[config.mk]
export PLATFORM = sky130hd
export DESIGN_NAME = csps_arcsin
export DESIGN_NICKNAME = d
export VERILOG_FILES = /design/src/hw/rtl/csps_pkg.sv /design/src/hw/rtl/csps_arcsin.sv
export SDC_FILE = /design/constraint.sdc
export NUM_CORES = 2
export LEC_CHECK = 0
export ABC_AREA = 1
export ABC_CLOCK_PERIOD_IN_PS = 17510
export BUFFER_PORTS_ARGS = -buffer_cell sky130_fd_sc_hd__buf_2
export CAP_MARGIN = 20
export CORE_MARGIN = 2
export CORE_UTILIZATION = 56
export CTS_BUF_LIST = sky130_fd_sc_hd__clkbuf_4 sky130_fd_sc_hd__clkbuf_8 sky130_fd_sc_hd__clkbuf_16
export CTS_CLUSTER_DIAMETER = 120
export CTS_CLUSTER_SIZE = 28
export DETAILED_ROUTE_END_ITERATION = 6
export GPL_ROUTABILITY_DRIVEN = 0
export PLACE_DENSITY = 0.73
export REMOVE_ABC_BUFFERS = 1
export SLEW_MARGIN = 15
export SYNTH_ARGS = -nofsm -noshare
export SYNTH_HDL_FRONTEND = slang
export SYNTH_SLANG_ARGS = --single-unit
[constraint.sdc]
create_clock -name aclk -period 17.51 [get_ports aclk]
set_input_delay 2.6265 -clock aclk [delete_from_list [all_inputs] [get_ports aclk]]
set_output_delay 2.6265 -clock aclk [all_outputs]
set_load 0.01 [all_outputs]
[src/hw/rtl/csps_pkg.sv]
`default_nettype none

package csps_pkg;

    // Fixed-point fraction of the surface math: one unit is 1/8192.
    localparam int FRAC_BITS = 13;

    // Width of an arcsine argument, after the 11/8 prescale.
    localparam int ARC_W = 18;

    // Register stages inside the arcsine unit.
    localparam int ARC_STAGES = 9;

    // Surface coordinates wrap to this many bits.
    localparam int WRAP_W = 13;

    // Width of a band weight, 0 to 256.
    localparam int BAND_W = 9;

    // Tilt rotation coefficients, cos and sin in units of 1/8192.
    localparam logic signed [14:0] COS_TILT = 15'sd8028;
    localparam logic signed [14:0] SIN_TILT = 15'sd1627;

    // Arcsine polynomial coefficients.
    localparam logic signed [11:0] ARC_CUBIC = 12'sd1365;
    localparam logic signed [10:0] ARC_QUINT = 11'sd614;

    // Horizontal width table, 33 knots over the vertical radius.
    function automatic logic [15:0] width_tab(input logic [5:0] idx);
        logic [15:0] val;
        case (idx)
            6'd0:    val = 16'd8192;
            6'd1:    val = 16'd8196;
            6'd2:    val = 16'd8208;
            6'd3:    val = 16'd8228;
            6'd4:    val = 16'd8256;
            6'd5:    val = 16'd8293;
            6'd6:    val = 16'd8339;
            6'd7:    val = 16'd8395;
            6'd8:    val = 16'd8460;
            6'd9:    val = 16'd8536;
            6'd10:   val = 16'd8623;
            6'd11:   val = 16'd8723;
            6'd12:   val = 16'd8836;
            6'd13:   val = 16'd8965;
            6'd14:   val = 16'd9110;
            6'd15:   val = 16'd9273;
            6'd16:   val = 16'd9459;
            6'd17:   val = 16'd9669;
            6'd18:   val = 16'd9908;
            6'd19:   val = 16'd10180;
            6'd20:   val = 16'd10494;
            6'd21:   val = 16'd10856;
            6'd22:   val = 16'd11280;
            6'd23:   val = 16'd11782;
            6'd24:   val = 16'd12385;
            6'd25:   val = 16'd13123;
            6'd26:   val = 16'd14052;
            6'd27:   val = 16'd15262;
            6'd28:   val = 16'd16921;
            6'd29:   val = 16'd19378;
            6'd30:   val = 16'd23541;
            6'd31:   val = 16'd33027;
            6'd32:   val = 16'd65535;
            default: val = 16'd65535;
        endcase
        return val;
    endfunction

    // Edge weight: ramps down over the first 256 units, zero in the middle,
    // ramps up again past the half point, and full beyond that.
    function automatic logic [BAND_W-1:0] band(input logic [WRAP_W-1:0] v);
        logic [BAND_W-1:0] res;
        if (v < 13'd256) begin
            res = BAND_W'(13'd256 - v);
        end else if (v < 13'd4096) begin
            res = '0;
        end else if (v < 13'd4352) begin
            res = BAND_W'(v - 13'd4096);
        end else begin
            res = 9'd256;
        end
        return res;
    endfunction

endpackage

`default_nettype wire

[src/hw/rtl/csps_arcsin.sv]
`default_nettype none

// Nine-stage arcsine approximation v + (1365*v^3 + 614*v^5) / 8192 in
// the 1/8192 fixed-point scale, with every division truncated toward zero.
// Only the wrapped low bits of the result leave the unit.
module csps_arcsin (
    input  logic                                    aclk,
    input  logic [csps_pkg::ARC_STAGES-1:0]         stage_en,
    input  logic signed [csps_pkg::ARC_W-1:0]       v_in,
    output logic [csps_pkg::WRAP_W-1:0]             res_out
);

    localparam int AW = csps_pkg::ARC_W;
    localparam int FB = csps_pkg::FRAC_BITS;
    localparam int WW = csps_pkg::WRAP_W;

    logic signed [AW-1:0] v1_reg, v2_reg, v3_reg, v4_reg, v5_reg, v6_reg, v7_reg, v8_reg;

    logic signed [35:0] sqp_reg, sqp_next;
    logic [20:0]        sq2_reg, sq3_reg, sq4_reg, sq_next;
    logic signed [39:0] cup_reg, cup_next, cu_bias;
    logic signed [25:0] cu4_reg, cu_next;
    logic signed [47:0] qup_reg, qup_next, qu_bias;
    logic signed [37:0] m1_full;
    logic signed [36:0] m1_5_reg, m1_6_reg, m1_7_reg, m1_next;
    logic signed [32:0] qu6_reg, qu_next;
    logic signed [43:0] m2_full;
    logic signed [42:0] m2_reg, m2_next;
    logic signed [43:0] s_reg, s_next, s_bias;
    logic [WW-1:0]      res_reg, res_next;

    assign sqp_next = v_in * v_in;
    // The square is never negative, so a plain shift divides it.
    assign sq_next  = sqp_reg[33:FB];
    assign cup_next = $signed({1'b0, sq2_reg}) * v2_reg;
    assign cu_bias  = cup_reg + (cup_reg[39] ? 40'sd8191 : 40'sd0);
    assign cu_next  = cu_bias[38:FB];
    assign qup_next = $signed({1'b0, sq4_reg}) * cu4_reg;
    assign m1_full  = cu4_reg * csps_pkg::ARC_CUBIC;
    assign m1_next  = m1_full[36:0];
    assign qu_bias  = qup_reg + (qup_reg[47] ? 48'sd8191 : 48'sd0);
    assign qu_next  = qu_bias[45:FB];
    assign m2_full  = qu6_reg * csps_pkg::ARC_QUINT;
    assign m2_next  = m2_full[42:0];
    assign s_next   = m2_reg + m1_7_reg;
    assign s_bias   = s_reg + (s_reg[43] ? 44'sd8191 : 44'sd0);
    assign res_next = v8_reg[WW-1:0] + s_bias[FB+WW-1:FB];

    always_ff @(posedge aclk) begin
        if (stage_en[0]) begin
            sqp_reg <= sqp_next;
            v1_reg  <= v_in;
        end
        if (stage_en[1]) begin
            sq2_reg <= sq_next;
            v2_reg  <= v1_reg;
        end
        if (stage_en[2]) begin
            cup_reg <= cup_next;
            sq3_reg <= sq2_reg;
            v3_reg  <= v2_reg;
        end
        if (stage_en[3]) begin
            cu4_reg <= cu_next;
            sq4_reg <= sq3_reg;
            v4_reg  <= v3_reg;
        end
        if (stage_en[4]) begin
            qup_reg  <= qup_next;
            m1_5_reg <= m1_next;
            v5_reg   <= v4_reg;
        end
        if (stage_en[5]) begin
            qu6_reg  <= qu_next;
            m1_6_reg <= m1_5_reg;
            v6_reg   <= v5_reg;
        end
        if (stage_en[6]) begin
            m2_reg   <= m2_next;
            m1_7_reg <= m1_6_reg;
            v7_reg   <= v6_reg;
        end
        if (stage_en[7]) begin
            s_reg  <= s_next;
            v8_reg <= v7_reg;
        end
        if (stage_en[8]) begin
            res_reg <= res_next;
        end
    end

    assign res_out = res_reg;

endmodule

`default_nettype wire

==> impl_summary.log <==
[metrics] total negative slack: 0 ns
[metrics] number of I/O port buffers: 40
[metrics] number of inserted filler cells in the final layout: 12,396
[metrics] floorplan die width: 383 µm
[metrics] drt drc: 10
[metrics] area added between synthesis and finish: 3.91%
[metrics] Top-Level Pins: 41
[metrics] largest clock skew in the final design: 0.0498 ns
[metrics] number of cell rows: 139
[metrics] library cell appearing most often on the critical path: sky130_fd_sc_hd__fa_1
[metrics] Setup Fix Bufs, Post-CTS: 0
[metrics] FF-to-FF End: qup_reg[42]
[metrics] cell with the most instances after synthesis: sky130_fd_sc_hd__inv_1
[metrics] Slew @ Worst Pin: 1.23 ns
[metrics] wire length per cell after detailed routing: 17.4 µm
[metrics] maximum number of pins on one net before global-route repair: 75
[metrics] initial antenna violation count: 2
[metrics] Hold Buf Count CTS: 0
[metrics] shortest period the worst path allows: 7.87 ns
[metrics] Num CTS Buffers: 27
[metrics] Yosys Warn Count: 0
[metrics] Async S/R FF share, synth: 0
[metrics] via/cell ratio: 5.36
[metrics] delay of the slowest cell on the worst path: 1.08 ns
[metrics] series of cell instances along the critical path: nand2_1 > fa_1 > inv_1 > fa_1 > inv_1 > fa_1 > inv_1 > fa_1 > fa_1 > fa_1 > fa_1 > ha_1 > nand2_1 > nor2_1 > nand2_1 > nor2_1 > nand3_1 > nand4_1 > nand2_1
[metrics] Pre-antenna DRT Iters: 7
[metrics] CTS H-Tree Depth: 1
[metrics] final antenna-violating net count: 0
[metrics] worst r2r path cells: 19
[metrics] crit end category: register
[metrics] top flip-flop cell by instance count after synthesis: sky130_fd_sc_hd__edfxtp_1
[metrics] CTS clock-pin slew for the worst setup and hold paths: 0.11 ns
[metrics] total vias in the final route: 60,573
[metrics] clock insertion delay at the later pin of the skew report: 0.67 ns
[metrics] required time at the endpoint of the critical path: 17.91 ns
[metrics] launch point of the worst reg-to-reg path: sq4_reg[1]
[metrics] number of global-route vias before repair: 63,821
[metrics] main area contributors after synthesis: sky130_fd_sc_hd__fa_1, sky130_fd_sc_hd__edfxtp_1, sky130_fd_sc_hd__inv_1, sky130_fd_sc_hd__nand2_1, sky130_fd_sc_hd__ha_1
[metrics] maximum achievable frequency: 127 MHz
[metrics] first-pass GRT wire length: 323 mm
[metrics] global routing usage on met3: 0.0315
[metrics] post-synth top area cell: sky130_fd_sc_hd__fa_1
[metrics] status: finished with violations
[metrics] Startpoint Class: register
[metrics] sequential element share of the synthesized area: 0.200
[metrics] total routing resource utilization after global routing: 0.273
[metrics] Hold Crit Class: reg2reg
[metrics] violated checks: design-rule violations
[metrics] critical path class: reg2reg
[metrics] Max stage delay cell, worst path: sky130_fd_sc_hd__edfxtp_1
[metrics] Worst Path Buf+Inv: 3
[metrics] WHS Path Cells: 0
[metrics] Final Routed Wirelength: 197 mm
[metrics] register bit count reported by yosys: 537
[metrics] final period utilization: 0.449
[metrics] hold path endpoint: m1_6_reg[23]
[metrics] fraction of final layout cells with drive strength greater than 1: 0.0235
[metrics] cell family with the largest share of critical-path delay: adder cells
[metrics] area of the placeable core: 143,000 µm²
[metrics] post-cts repair resize count: 0
[metrics] reg2reg setup slack: 9.64 ns
[metrics] peak fanout along the critical path: 26
[metrics] number of endpoints with negative hold slack in the final report: 0
[metrics] max FFs per register: 47
[metrics] number of nets in the layout: 11,468
[metrics] Pins Over Slew Limit: 0
[metrics] Synth Cell Area: 80,600 µm²
[metrics] die footprint: 147,000 µm²
[metrics] buffer levels on the longest clock path: 3
[metrics] routing layer with the top usage in global route: met2
[metrics] setup repair after global routing missed its margin: false
[metrics] cell count after synthesis: 9,483
[metrics] number of synthesized flops with an enable pin: 537
[metrics] Final setup viols: 0
[metrics] met1 global-route usage: 0.346
[metrics] top post-synthesis cells by count: sky130_fd_sc_hd__inv_1, sky130_fd_sc_hd__nand2_1, sky130_fd_sc_hd__fa_1, sky130_fd_sc_hd__ha_1, sky130_fd_sc_hd__edfxtp_1
[metrics] HP Start: m1_5_reg[23]
[metrics] CTS tree: yes
[metrics] Slew HR: 0.178
[metrics] initial cell density of the core: 0.563
[metrics] mean cell area of the mapped netlist: 8.50 µm²
[metrics] total congestion overflow after global routing: 0
[metrics] drt first-iter violations: 4,681
[metrics] share of the synthesized area in the top cell type: 0.333
[metrics] number of maximum-capacitance violations: 0
[metrics] endpoint arrival time on the critical path: 8.27 ns
[metrics] vertical extent of the die: 383 µm
[metrics] post-detail-place hpwl: 162 mm
[metrics] count of unique library cells instantiated by Yosys: 48
[metrics] clock root cell: sky130_fd_sc_hd__clkbuf_16
[metrics] met2 routing resource usage after global routing: 0.483
[metrics] sinks on the clock net: 537
[worst register-to-register path: cells and delay by family, from the launching register on]
family        cells  cell delay [ns]
simple gates      8             1.45
fa+ha+maj         8             4.48
flops             1             1.08
buf+inv           3             0.59
[worst max path at each step]
stage	start	endpoint	slack [ns]	cells after the start
after floorplan	v_in[17]	sqp_reg[27]	10.03	19
after global placement	v_in[17]	sqp_reg[28]	9.05	18
after detailed placement	v_in[7]	sqp_reg[28]	9.02	17
after CTS	v_in[7]	sqp_reg[28]	9.72	17
after global routing	sq4_reg[1]	qup_reg[44]	9.34	21
final	sq4_reg[1]	qup_reg[42]	9.64	19
[metal layers]
metal | share of wire | vias up
li1 | - | 27972
met1 | 0.39 | 29736
met2 | 0.50 | 2354
met3 | 0.065 | 511
met4 | 0.043 | 0
met5 | 0 | -
[cells by family after synthesis]
| kind of cell | share of synthesized area |
|---|---|
| fa+ha+maj | 0.444 |
| simple gates | 0.170 |
| buf+inv | 0.130 |
| flops | 0.200 |
| xor+xnor | 0.0182 |
| compound gates | 0.0373 |
[layout make-up]
type	count	area (µm²)	share of cell area
inverters	2564	9620	0.115
clock inverters	11	211	0.00253
multi-input cells	6152	54000	0.644
repair buffers	103	753	0.00900
clock buffers	27	676	0.00807
flip-flops and latches	537	16100	0.193
well taps	1903	2380	0.0284
diodes	2	5.00	0.0000598
[stage by stage]
stage	area (µm²)	instances	hold slack, ns	util	setup WS, ns
after floorplan	79700	9253	0.400	-	10.03
after detailed placement	82800	11254	0.405	0.578	9.02
final	83700	11299	0.406	0.585	9.64
after global routing	83700	11298	0.407	0.585	9.34
after CTS	83600	11292	0.404	0.584	9.72
after global placement	82700	11253	0.401	0.578	9.05
[cells in the final DEF, fill, tap and decap left out, types with 40 or more instances in the layout]
| cell | Yosys | layout |
|---|---|---|
| sky130_fd_sc_hd__inv_1 | 2560 | 2560 |
| sky130_fd_sc_hd__nand2_1 | 2399 | 2399 |
| sky130_fd_sc_hd__fa_1 | 1339 | 1339 |
| sky130_fd_sc_hd__ha_1 | 716 | 716 |
| sky130_fd_sc_hd__edfxtp_1 | 537 | 537 |
| sky130_fd_sc_hd__nor2_1 | 494 | 494 |
| sky130_fd_sc_hd__a21oi_1 | 266 | 266 |
| sky130_fd_sc_hd__nand3_1 | 251 | 251 |
| sky130_fd_sc_hd__o21ai_0 | 155 | 155 |
| sky130_fd_sc_hd__xor2_1 | 119 | 119 |
| sky130_fd_sc_hd__nand4_1 | 89 | 89 |
| sky130_fd_sc_hd__buf_4 | 3 | 61 |
| sky130_fd_sc_hd__xnor2_1 | 48 | 48 |
| sky130_fd_sc_hd__nor3_1 | 40 | 40 |
Power is not shown: default switching activity piles up to over one toggle a cycle in this logic, so the estimate is an artifact.
